## src/design/frc_pkg.sv

```systemverilog
// Package for the checked record deframer: widths, reset values, codes
// and the structs passed between the deframer modules. No dependencies.
package frc_pkg;

  localparam int unsigned MaxPayloadLength = 4096;

  localparam int unsigned ByteW   = 8;
  localparam int unsigned LenW    = 13;
  localparam int unsigned SumW    = 16;
  localparam int unsigned CfgIdxW = 2;

  localparam logic [ByteW-1:0] MagicReset   = 8'hbe;
  localparam logic [ByteW-1:0] VersionReset = 8'h00;
  localparam logic [LenW-1:0]  LengthReset  = 13'd256;

  typedef enum logic [2:0] {
    PH_AWAIT,
    PH_HUNT,
    PH_VERSION,
    PH_CK_LO,
    PH_CK_HI,
    PH_PAYLOAD
  } phase_e;

  typedef enum logic [2:0] {
    ST_OK      = 3'd0,
    ST_MAGIC   = 3'd1,
    ST_VERSION = 3'd2,
    ST_TRUNC   = 3'd3,
    ST_CKSUM   = 3'd4
  } status_e;

  typedef enum logic [CfgIdxW-1:0] {
    CFG_MAGIC   = 2'd0,
    CFG_VERSION = 2'd1,
    CFG_LENGTH  = 2'd2
  } cfg_idx_e;

  typedef struct packed {
    logic [ByteW-1:0] magic;
    logic [ByteW-1:0] version;
    logic [LenW-1:0]  length;
  } cfg_t;

  typedef struct packed {
    logic [ByteW-1:0] payload_byte;
    logic             payload_valid;
    logic             record_end;
    status_e          status;
    logic [SumW-1:0]  checksum;
  } result_t;

endpackage

```

## src/design/frc_cfg.sv

```systemverilog
// Configuration registers of the record deframer: magic, version, length.
// Depends on frc_pkg.
module frc_cfg (
  input  logic                        clk_i,
  input  logic                        rst_ni,
  input  logic                        cfg_we_i,
  input  logic [frc_pkg::CfgIdxW-1:0] cfg_index_i,
  input  logic [frc_pkg::LenW-1:0]    cfg_data_i,
  output frc_pkg::cfg_t               cfg_o
);

  frc_pkg::cfg_t cfg_q;
  frc_pkg::cfg_t cfg_d;

  always_comb begin
    cfg_d = cfg_q;
    if (cfg_we_i) begin
      case (frc_pkg::cfg_idx_e'(cfg_index_i))
        frc_pkg::CFG_MAGIC:   cfg_d.magic   = cfg_data_i[frc_pkg::ByteW-1:0];
        frc_pkg::CFG_VERSION: cfg_d.version = cfg_data_i[frc_pkg::ByteW-1:0];
        frc_pkg::CFG_LENGTH:  cfg_d.length  = cfg_data_i;
        default: cfg_d = cfg_q;
      endcase
    end
  end

  always_ff @(posedge clk_i or negedge rst_ni) begin
    if (!rst_ni) begin
      cfg_q.magic   <= frc_pkg::MagicReset;
      cfg_q.version <= frc_pkg::VersionReset;
      cfg_q.length  <= frc_pkg::LengthReset;
    end else begin
      cfg_q <= cfg_d;
    end
  end

  assign cfg_o = cfg_q;

endmodule

```

## src/design/frc_step.sv

```systemverilog
// Record phase machine and Fletcher-16 sums; one byte per fire.
// Depends on frc_pkg.
module frc_step #(
  parameter int unsigned MAX_PAYLOAD_LENGTH = frc_pkg::MaxPayloadLength
) (
  input  logic                      clk_i,
  input  logic                      rst_ni,
  input  frc_pkg::cfg_t             cfg_i,
  input  logic                      fire_i,
  input  logic [frc_pkg::ByteW-1:0] byte_i,
  input  logic                      eos_i,
  output logic                      has_result_o,
  output frc_pkg::result_t          result_o
);

  localparam int unsigned CntW = $clog2(MAX_PAYLOAD_LENGTH + 1);
  localparam logic [frc_pkg::ByteW:0] FoldMod = 9'd255;

  frc_pkg::phase_e               phase_q, phase_d;
  logic [CntW-1:0]               seen_q, seen_d;
  logic [frc_pkg::ByteW-1:0]     low_q, low_d;
  logic [frc_pkg::ByteW-1:0]     high_q, high_d;
  logic [frc_pkg::SumW-1:0]      stored_q, stored_d;

  logic [CntW-1:0]               eff_len;
  logic [CntW-1:0]               seen_inc;
  logic [frc_pkg::ByteW:0]       low_add, high_add;
  logic [frc_pkg::ByteW-1:0]     low_new, high_new;
  logic [frc_pkg::SumW-1:0]      ck_new;
  logic                          last_byte;
  logic                          magic_hit;
  logic                          version_hit;

  always_comb begin
    if (cfg_i.length == '0) begin
      eff_len = CntW'(1);
    end else if (32'(cfg_i.length) > 32'(MAX_PAYLOAD_LENGTH)) begin
      eff_len = CntW'(MAX_PAYLOAD_LENGTH);
    end else begin
      eff_len = CntW'(cfg_i.length);
    end
  end

  assign low_add     = {1'b0, low_q} + {1'b0, byte_i};
  assign low_new     = (low_add >= FoldMod) ? 8'(low_add - FoldMod) : low_add[7:0];
  assign high_add    = {1'b0, high_q} + {1'b0, low_new};
  assign high_new    = (high_add >= FoldMod) ? 8'(high_add - FoldMod) : high_add[7:0];
  assign ck_new      = {high_new, low_new};
  assign seen_inc    = seen_q + CntW'(1);
  assign last_byte   = !(seen_inc < eff_len);
  assign magic_hit   = (byte_i == cfg_i.magic);
  assign version_hit = (byte_i == cfg_i.version);

  // next state
  always_comb begin
    phase_d  = phase_q;
    seen_d   = seen_q;
    low_d    = low_q;
    high_d   = high_q;
    stored_d = stored_q;
    if (fire_i) begin
      if (eos_i) begin
        phase_d  = frc_pkg::PH_AWAIT;
        seen_d   = '0;
        low_d    = '0;
        high_d   = '0;
        stored_d = '0;
      end else begin
        case (phase_q)
          frc_pkg::PH_AWAIT, frc_pkg::PH_HUNT: begin
            if (magic_hit) begin
              phase_d  = frc_pkg::PH_VERSION;
              seen_d   = '0;
              low_d    = '0;
              high_d   = '0;
              stored_d = '0;
            end else begin
              phase_d = frc_pkg::PH_HUNT;
            end
          end
          frc_pkg::PH_VERSION: begin
            if (version_hit) begin
              phase_d = frc_pkg::PH_CK_LO;
            end else begin
              phase_d  = frc_pkg::PH_HUNT;
              seen_d   = '0;
              low_d    = '0;
              high_d   = '0;
              stored_d = '0;
            end
          end
          frc_pkg::PH_CK_LO: begin
            stored_d = {8'h00, byte_i};
            phase_d  = frc_pkg::PH_CK_HI;
          end
          frc_pkg::PH_CK_HI: begin
            stored_d = {byte_i, stored_q[7:0]};
            seen_d   = '0;
            low_d    = '0;
            high_d   = '0;
            phase_d  = frc_pkg::PH_PAYLOAD;
          end
          frc_pkg::PH_PAYLOAD: begin
            if (last_byte) begin
              phase_d  = (ck_new == stored_q) ? frc_pkg::PH_AWAIT : frc_pkg::PH_HUNT;
              seen_d   = '0;
              low_d    = '0;
              high_d   = '0;
              stored_d = '0;
            end else begin
              seen_d = seen_inc;
              low_d  = low_new;
              high_d = high_new;
            end
          end
          default: phase_d = frc_pkg::PH_AWAIT;
        endcase
      end
    end
  end

  // result of the current byte
  always_comb begin
    has_result_o           = 1'b0;
    result_o.payload_byte  = '0;
    result_o.payload_valid = 1'b0;
    result_o.record_end    = 1'b0;
    result_o.status        = frc_pkg::ST_OK;
    result_o.checksum      = '0;
    if (eos_i) begin
      if (phase_q != frc_pkg::PH_AWAIT && phase_q != frc_pkg::PH_HUNT) begin
        has_result_o        = 1'b1;
        result_o.record_end = 1'b1;
        result_o.status     = frc_pkg::ST_TRUNC;
        if (phase_q == frc_pkg::PH_PAYLOAD) begin
          result_o.checksum = {high_q, low_q};
        end
      end
    end else begin
      case (phase_q)
        frc_pkg::PH_AWAIT: begin
          if (!magic_hit) begin
            has_result_o        = 1'b1;
            result_o.record_end = 1'b1;
            result_o.status     = frc_pkg::ST_MAGIC;
          end
        end
        frc_pkg::PH_VERSION: begin
          if (!version_hit) begin
            has_result_o        = 1'b1;
            result_o.record_end = 1'b1;
            result_o.status     = frc_pkg::ST_VERSION;
          end
        end
        frc_pkg::PH_PAYLOAD: begin
          has_result_o           = 1'b1;
          result_o.payload_byte  = byte_i;
          result_o.payload_valid = 1'b1;
          result_o.record_end    = last_byte;
          result_o.checksum      = ck_new;
          if (last_byte && ck_new != stored_q) begin
            result_o.status = frc_pkg::ST_CKSUM;
          end
        end
        default: has_result_o = 1'b0;
      endcase
    end
  end

  always_ff @(posedge clk_i or negedge rst_ni) begin
    if (!rst_ni) begin
      phase_q  <= frc_pkg::PH_AWAIT;
      seen_q   <= '0;
      low_q    <= '0;
      high_q   <= '0;
      stored_q <= '0;
    end else begin
      phase_q  <= phase_d;
      seen_q   <= seen_d;
      low_q    <= low_d;
      high_q   <= high_d;
      stored_q <= stored_d;
    end
  end

endmodule

```

## src/design/fletcher_record_checker_top.sv

```systemverilog
// Top level of the Fletcher-16 checked record deframer: input register,
// step logic, result register. Depends on frc_pkg, frc_cfg, frc_step.
//
//   channel | valid / stall            | payload
//   --------+--------------------------+---------------------------------------
//   in      | in_valid_i / in_stall_o  | byte_in_i, end_of_stream_i
//   out     | out_valid_o / out_stall_i| payload_byte_o, payload_valid_o,
//           |                          | record_end_o, status_o,
//           |                          | computed_checksum_o
//   cfg     | cfg_we_i (no stall)      | cfg_index_i, cfg_data_i
//
// One item per cycle sustained while out_stall_i is low; an accepted item passes
// from the input register through the step logic into the result register.
// Reset is asynchronous and active low; it clears the record state and loads
// the configuration reset values.
// An out stall holds the result register and the input register; in_stall_o
// rises only while both are full.
module fletcher_record_checker_top #(
  parameter int unsigned MAX_PAYLOAD_LENGTH = frc_pkg::MaxPayloadLength
) (
  input  logic                        clk_i,
  input  logic                        rst_ni,
  input  logic                        cfg_we_i,
  input  logic [frc_pkg::CfgIdxW-1:0] cfg_index_i,
  input  logic [frc_pkg::LenW-1:0]    cfg_data_i,
  input  logic                        in_valid_i,
  output logic                        in_stall_o,
  input  logic [frc_pkg::ByteW-1:0]   byte_in_i,
  input  logic                        end_of_stream_i,
  output logic                        out_valid_o,
  input  logic                        out_stall_i,
  output logic [frc_pkg::ByteW-1:0]   payload_byte_o,
  output logic                        payload_valid_o,
  output logic                        record_end_o,
  output logic [2:0]                  status_o,
  output logic [frc_pkg::SumW-1:0]    computed_checksum_o
);

  frc_pkg::cfg_t             cfg;
  frc_pkg::result_t          step_res;
  logic                      step_has;

  logic                      in_valid_q, in_valid_d;
  logic [frc_pkg::ByteW-1:0] in_byte_q;
  logic                      in_eos_q;
  logic                      out_valid_q, out_valid_d;
  frc_pkg::result_t          out_res_q;

  logic                      advance;
  logic                      fire;

  assign advance    = !out_valid_q || !out_stall_i;
  assign fire       = in_valid_q && advance;
  assign in_stall_o = in_valid_q && !advance;

  assign in_valid_d  = in_stall_o ? in_valid_q : in_valid_i;
  assign out_valid_d = advance ? (fire && step_has) : out_valid_q;

  frc_cfg u_cfg (
    .clk_i       (clk_i),
    .rst_ni      (rst_ni),
    .cfg_we_i    (cfg_we_i),
    .cfg_index_i (cfg_index_i),
    .cfg_data_i  (cfg_data_i),
    .cfg_o       (cfg)
  );

  frc_step #(
    .MAX_PAYLOAD_LENGTH (MAX_PAYLOAD_LENGTH)
  ) u_step (
    .clk_i        (clk_i),
    .rst_ni       (rst_ni),
    .cfg_i        (cfg),
    .fire_i       (fire),
    .byte_i       (in_byte_q),
    .eos_i        (in_eos_q),
    .has_result_o (step_has),
    .result_o     (step_res)
  );

  always_ff @(posedge clk_i or negedge rst_ni) begin
    if (!rst_ni) begin
      in_valid_q  <= 1'b0;
      out_valid_q <= 1'b0;
    end else begin
      in_valid_q  <= in_valid_d;
      out_valid_q <= out_valid_d;
    end
  end

  always_ff @(posedge clk_i) begin
    if (in_valid_i && !in_stall_o) begin
      in_byte_q <= byte_in_i;
      in_eos_q  <= end_of_stream_i;
    end
    if (fire) begin
      out_res_q <= step_res;
    end
  end

  assign out_valid_o         = out_valid_q;
  assign payload_byte_o      = out_res_q.payload_byte;
  assign payload_valid_o     = out_res_q.payload_valid;
  assign record_end_o        = out_res_q.record_end;
  assign status_o            = out_res_q.status;
  assign computed_checksum_o = out_res_q.checksum;

endmodule

```

## config.mk

```make
export PLATFORM = sky130hd
export DESIGN_NAME = fletcher_record_checker_top
export DESIGN_NICKNAME = d
export VERILOG_FILES = /design/src/design/frc_pkg.sv /design/src/design/frc_cfg.sv /design/src/design/frc_step.sv /design/src/design/fletcher_record_checker_top.sv
export SDC_FILE = /design/constraint.sdc
export NUM_CORES = 1
export LEC_CHECK = 0
export ABC_AREA = 1
export BUFFER_PORTS_ARGS = -buffer_cell sky130_fd_sc_hd__buf_4
export CAP_MARGIN = 10
export CORE_MARGIN = 2
export CORE_UTILIZATION = 58
export DETAILED_ROUTE_END_ITERATION = 16
export HOLD_SLACK_MARGIN = 0.15
export PLACE_DENSITY = 0.78
export SYNTH_ARGS = -nofsm -noshare
export SYNTH_HDL_FRONTEND = slang
export SYNTH_SLANG_ARGS = --single-unit
```

## constraint.sdc

```tcl
create_clock -name clk_i -period 5.3 [get_ports clk_i]
set_clock_uncertainty 0.05 [all_clocks]
set_input_delay 1.325 -clock clk_i [delete_from_list [all_inputs] [get_ports clk_i]]
set_output_delay 1.325 -clock clk_i [all_outputs]
set_load 0.01 [all_outputs]
```

Yosys cells after proc, flatten, opt, wreduce, memory -nomap -nowiden
Cells that the tools add are included.

Register bits after elaboration: 117. Output and inout port bits: 31. Input port bits: 29.

Add/subtract/negate cells: 5. Reduce and logical (&&, ||, !) cells: 28. Eq/ne operators: 16. Bitwise operators: 1. Order comparisons: 4. Multiplexer cells: 42.

Operator list (count): two-way mux 16 bit (6); case mux 16 bit (5 select lines) (1); two-way mux 13 bit (6); two-way mux 8 bit (8); case mux 8 bit (4 select lines) (2); case mux 13 bit (4 select lines) (1); two-way mux 20 bit (2); adder 8 x 8 -> 9 bit (2); >= comparator 9 x 8 -> 1 bit (second input constant) (2); equality test 16 bit (1); equality test 8 bit (2); inequality test 16 bit (1); subtractor 8 bit (second input constant) (2); case mux 3 bit (5 select lines) (1); adder 13 x 1 -> 13 bit (second input constant) (1); > comparator 13 bit (second input constant) (1); zero test 13 bit (1); less-than comparator 13 bit (1); case mux 4 bit (3 select lines) (1); nonzero test 5 bit (2); two-way mux 3 bit (3); two-way mux 4 bit (2); AND reduction 2 bit (4); equality test 3 x 2 -> 1 bit (second input constant) (2); other kinds (23) (41).

Logic depth before layout (Yosys ltp)
Depth in word-level cells: 11. Gate-level depth with buffers: 39.

Cells and area by module
A second synthesis with hierarchy kept.

Cells, all modules: 870. Area, all modules: 7090.6 µm².

Modules (own cells, without submodules): frc_step (area an instance 4645.7 µm², instances 1, seq. area each 1201.2 µm², cells an instance 690); fletcher_record_checker_top (area an instance 1233.7 µm², instances 1, seq. area each 1191.1 µm², cells an instance 50); frc_cfg (area an instance 1211.2 µm², instances 1, seq. area each 734.5 µm², cells an instance 130).

Least setup slack after synthesis
Ideal clock, no wire load.

Kind: register to register. Start: register in_byte_q[0] in the netlist's numbering. End: register out_res_q, in the netlist status_o[2], data pin. Arrival: 4.584 ns. Stages on the path, launching flop included: 32. Library setup time: 0.265 ns. Setup slack: 0.401 ns. Cell sequence: edfxtp_1 -> ha_1 -> inv_1 -> fa_1 -> inv_1 -> ha_1 -> inv_1 -> nor2_1 -> nand3_1 -> nor2_1 -> nand3_2 -> nand3_4 -> xor2_1 -> inv_1 -> ha_1 -> fa_1 -> ha_1 -> inv_1 -> nor2_1 -> nand3_1 -> nor2_2 -> nand3_4 -> nand3_4 -> nand2_1 -> nand3_1 -> nand2_1 -> nor2_1 -> nand2_1 -> nor2_1 -> nand2_1 -> nand3_1 -> nor2_1.

Cells in the longest elaborated chain, start to end: 11. Elaborated cells between the ends (all ways): 13. Classes of those cells: add/sub: 4; order compare: 2; eq/ne: 1; mux: 5; reduce/logical: 1.

Ends and longest elaborated chain: from (decl) (line fletcher_record_checker_top.sv:44) `logic [frc_pkg::ByteW-1:0] in_byte_q;`; from (signal assigned) (line fletcher_record_checker_top.sv:93) `in_byte_q <= byte_in_i;`; adder 8 x 8 -> 9 bit * (line frc_step.sv:44) `assign low_add = {1'b0, low_q} + {1'b0, byte_i};`; subtractor 8 bit / >= comparator 9 x 8 -> 1 bit (equally long branches) (line frc_step.sv:45) `assign low_new = (low_add >= FoldMod) ? 8'(low_add - FoldMod) : low_add[7:0];`; two-way mux 8 bit * (line frc_step.sv:45); adder 8 x 8 -> 9 bit (line frc_step.sv:46) `assign high_add = {1'b0, high_q} + {1'b0, low_new};`; subtractor 8 bit / >= comparator 9 x 8 -> 1 bit (equally long branches) (line frc_step.sv:47) `assign high_new = (high_add >= FoldMod) ? 8'(high_add - FoldMod) : high_add[7:0];`; two-way mux 8 bit (line frc_step.sv:47); inequality test 16 bit * (line frc_step.sv:161) `if (last_byte && ck_new != stored_q) begin`; logical AND 1 bit * (line frc_step.sv:161); two-way mux 3 bit * (line frc_step.sv:161); case mux 4 bit (3 select lines) * (line frc_step.sv:140) `case (phase_q)`; two-way mux 20 bit * (line frc_step.sv:130) `if (eos_i) begin`; to (signal assigned) (line fletcher_record_checker_top.sv:97) `out_res_q <= step_res;`; to (decl) (line fletcher_record_checker_top.sv:47) `frc_pkg::result_t out_res_q;`.

Mark *: on every way between the ends. The rest lies on a longest branch, timed or not. A chain may end at the register's enable or synchronous reset.

Final worst setup path
Same ends and word-level chain as after synthesis.

==> summary.md <==
| Metric | Value |
|---|---|
| CP Capture Type | flip-flop |
| Via count | 6103 |
| Die area | 12750 um^2 |
| Hold Vio Cnt, Final | 0 |
| DP Wirelength | 12270 um |
| Drt total wl | 17490 um |
| TritonCTS buffer count | 17 |
| Total of max-cap violations | 0 |
| Drt via density | 5.714 |
| Initial antenna violation count | 0 |
| PD cells | 309.7 nW/um^2 |
| Number of iterations in the first detailed-routing pass | 5 |
| Gpl congestion | 0.9798 |
| Tmin final | 5127 ps |
| Finish-stage setup viols | 0 |
| Post-synth EDFFs | 38 |
| CTS sink count | 117 |
| Worst path slowest cell | fa_2 |
| Die H | 112.9 um |
| Fmax | 0.1950 GHz |
| Post-Syn Area | 6879 um^2 |
| 1st-iter DRT viols | 573 |
| H-Tree Level Count | 4 |
| Sequential area share after synthesis | 45.45% |
| Ys flop type | dfrtp_1 |
| Global Route Usage Sum | 27.18% |
| Crit path largest cell delay | 600 ps |
| Fin area | 8300 um^2 |
| Worst-path clk slew | 60 ps |
| CP Launch Type | flip-flop |
| Post-synthesis register bit count | 117 |
| Starting Density | 59.73% |
| Leak | 3.938 nW |
| Least-Margin Pin Slew | 994.1 ps |
| Layout area overhead | 20.66% |
| Syn_nets | 884 |
| CTS tree | yes |
| IO Port Bufs | 59 |
| Mapped Cells | 820 |
| Syn Area/Cell | 8.389 um^2 |
| Critical path class | flip-flop to flip-flop |
| Number of cell rows | 39 |
| DR WL/cell | 16.38 um |
| Final Non-Filler Cells | 1068 |
| I/O Pins | 60 |
| Post-layout util | 72.08% |
| Maximum clock path buffer count | 2 |
| ANT nets after route | 0 |
| Diodes inserted | 0 |
| Slew HR | 33.72% |
| Residual DRC | 0 |
| Unique masters post-synth | 45 |
| Outcome | finished, final reports clean |
| Worst Path Arrival | 5250 ps |
| DP Cell Count | 1020 |
| Crit Path Max Fanout | 8 |
| Global-route wire length before repair | 27140 um |
| Slew Limit Fails | 0 |
| Largest net degree at the start of global routing | 80 |
| Critical path's most frequent cell | nand2_1 |
| Core area | 11520 um^2 |
| Warnings from Yosys | 0 |
| Net count, final | 976 |
| Critical Path RT | 5420 ps |
| Post-synth ARST share | 67.52% |
| Placed instance area | 7520 um^2 |
| Worst vdd ir | 0.0002318 V |
| Residual overflow from global routing | 0 |
| CTS root buffer | clkbuf_16 |
| Fraction of the cycle the final worst path needs | 96.74% |
| Die extent in x | 112.9 um |
| Share of layout cells above drive strength 1 | 18.59% |
| Worst hold-check path type | flip-flop to flip-flop |
| Clk_lat worst skew | 430 ps |
| Vias in the first global route | 5757 |
[kinds of logic after synthesis]
| group | Yosys count | synth area share (%) |
|---|---|---|
| flip-flops | 117 | 45.45 |
| buffers and inverters | 132 | 7.457 |
| AND/OR/NAND/NOR | 374 | 24.23 |
| adder cells (fa/ha/maj) | 35 | 6.584 |
| AO/OA/AOI/OAI | 118 | 10.11 |
| multiplexers | 4 | 0.6547 |
| XOR/XNOR | 40 | 5.511 |
[worst max-delay path: cells and delay by family (launching register included)]
| kind | cells | cell delay (ps) |
|---|---|---|
| buf+inv | 6 | 420 |
| fa+ha+maj | 5 | 1690 |
| flops | 1 | 400 |
| simple gates | 21 | 2310 |
[power by group]
group | total [mW] | internal [mW] | leakage [nW] | switching, mW
clock | 1.09 | 0.647 | 0.268 | 0.439
sequential | 1.07 | 1.02 | 1.42 | 0.0469
combinational | 0.417 | 0.166 | 2.25 | 0.251
total | 2.57 | 1.83 | 3.94 | 0.737
[area by class of cell]
| type | count | area (um^2) |
|---|---|---|
| inverters | 119 | 446.7 |
| multi-input cells | 573 | 3361 |
| repair buffers | 84 | 630.6 |
| flip-flops and latches | 117 | 3127 |
| fillers | 843 | 3216 |
| clock inverters | 14 | 127.6 |
| well taps | 143 | 178.9 |
| clock buffers | 18 | 429.2 |
[cells in the mapped netlist, types with 2 or more instances]
cell type / count / share of area (%)
xnor2_1: 20 / 2.5
o21ai_0: 41 / 3.0
dfrtp_1: 72 / 26
buf_2: 2 / 0.15
ha_1: 33 / 6.0
nand3_1: 50 / 3.6
o22ai_1: 52 / 4.7
inv_1: 113 / 6.2
buf_6: 2 / 0.33
nor2_1: 59 / 3.2
nand2_1: 214 / 12
nor4_1: 3 / 0.27
a21oi_1: 15 / 1.1
o21bai_1: 2 / 0.22
a21oi_2: 2 / 0.25
edfxtp_1: 38 / 17
nand3b_1: 3 / 0.33
nor2_4: 3 / 0.49
nand4_1: 17 / 1.5
clkbuf_1: 8 / 0.44
dfstp_2: 7 / 2.7
xor2_1: 17 / 2.2
nor2_2: 3 / 0.27
nand3_4: 4 / 1.0
mux2_2: 4 / 0.65
nand2_2: 3 / 0.27
nand3_2: 2 / 0.29
nor3_2: 2 / 0.29
clkinv_1: 3 / 0.16
and2_1: 3 / 0.27
nor3_1: 6 / 0.44
fa_1: 2 / 0.58
inv_2: 3 / 0.16
[final timing paths]
check | start | to | slack [ps] | cells after the start
worst max-delay path | in_byte_q[0] | status_o[2] | 170 | 32
worst min-delay path | u_cfg.cfg_o[24] | u_cfg.cfg_o[24] | 450 | 2
worst max register to register | in_byte_q[0] | status_o[2] | 170 | 32
worst min register to register | u_cfg.cfg_o[24] | u_cfg.cfg_o[24] | 450 | 2
max in group asynchronous | rst_ni | u_step.low_q[3] | 3540 | 1
min in group asynchronous | rst_ni | u_step.seen_q[10] | 1030 | 1
[routing by layer]
metal / routed length [um] / GRT usage [%]
met5: 0 / 0
met4: 584 / 10.98
met3: 1203 / 6.320
met2: 8715 / 46.55
met1: 6985 / 33.42
[state kept, by name, indices dropped and copies added (netlist names)]
| name | flops |
|---|---|
| payload_byte_o | 8 |
| in_eos_q | 1 |
| in_byte_q | 8 |
| u_cfg.cfg_o | 29 |
| payload_valid_o | 1 |
| computed_checksum_o | 16 |
| u_step.stored_q | 16 |
| u_step.low_q | 8 |
| out_valid_o | 1 |
| u_step.seen_q | 13 |
| u_step.phase_q | 3 |
| record_end_o | 1 |
| u_step.high_q | 8 |
| in_valid_q | 1 |
| status_o | 3 |
[cell usage in the layout (no fill, tap or decap), types with 6 or more instances in the layout]
| cell | count |
|---|---|
| a21oi_1 | 15 |
| buf_4 | 84 |
| clkbuf_16 | 17 |
| dfrtp_1 | 72 |
| dfstp_2 | 7 |
| edfxtp_1 | 38 |
| ha_1 | 28 |
| inv_1 | 113 |
| nand2_1 | 210 |
| nand2_2 | 7 |
| nand3_1 | 48 |
| nand3_4 | 6 |
| nand4_1 | 17 |
| nor2_1 | 56 |
| nor3_1 | 6 |
| o21ai_0 | 41 |
| o22ai_1 | 52 |
| xnor2_1 | 20 |
| xor2_1 | 16 |
[metrics by stage]
step           hold slack (ps)  power [mW]  TNS (ps)  setup WS, ps
2_1_floorplan            423.2       1.323         0         401.4
3_3_place_gp             437.7       1.462         0         279.1
3_5_place_dp             440.6       1.479         0         89.68
4_1_cts                  449.7       2.555         0         22.96
5_1_grt                  463.5       2.667    -263.5        -156.4
6_report                 447.3       2.570         0         172.8
[repair_timing]
item	4_1_cts	5_1_grt
gates resized for setup	0	22
setup endpoints to repair	0	2
hold buffers	0	0
buffers inserted	0	14
Power figures use the tool's default switching activity.
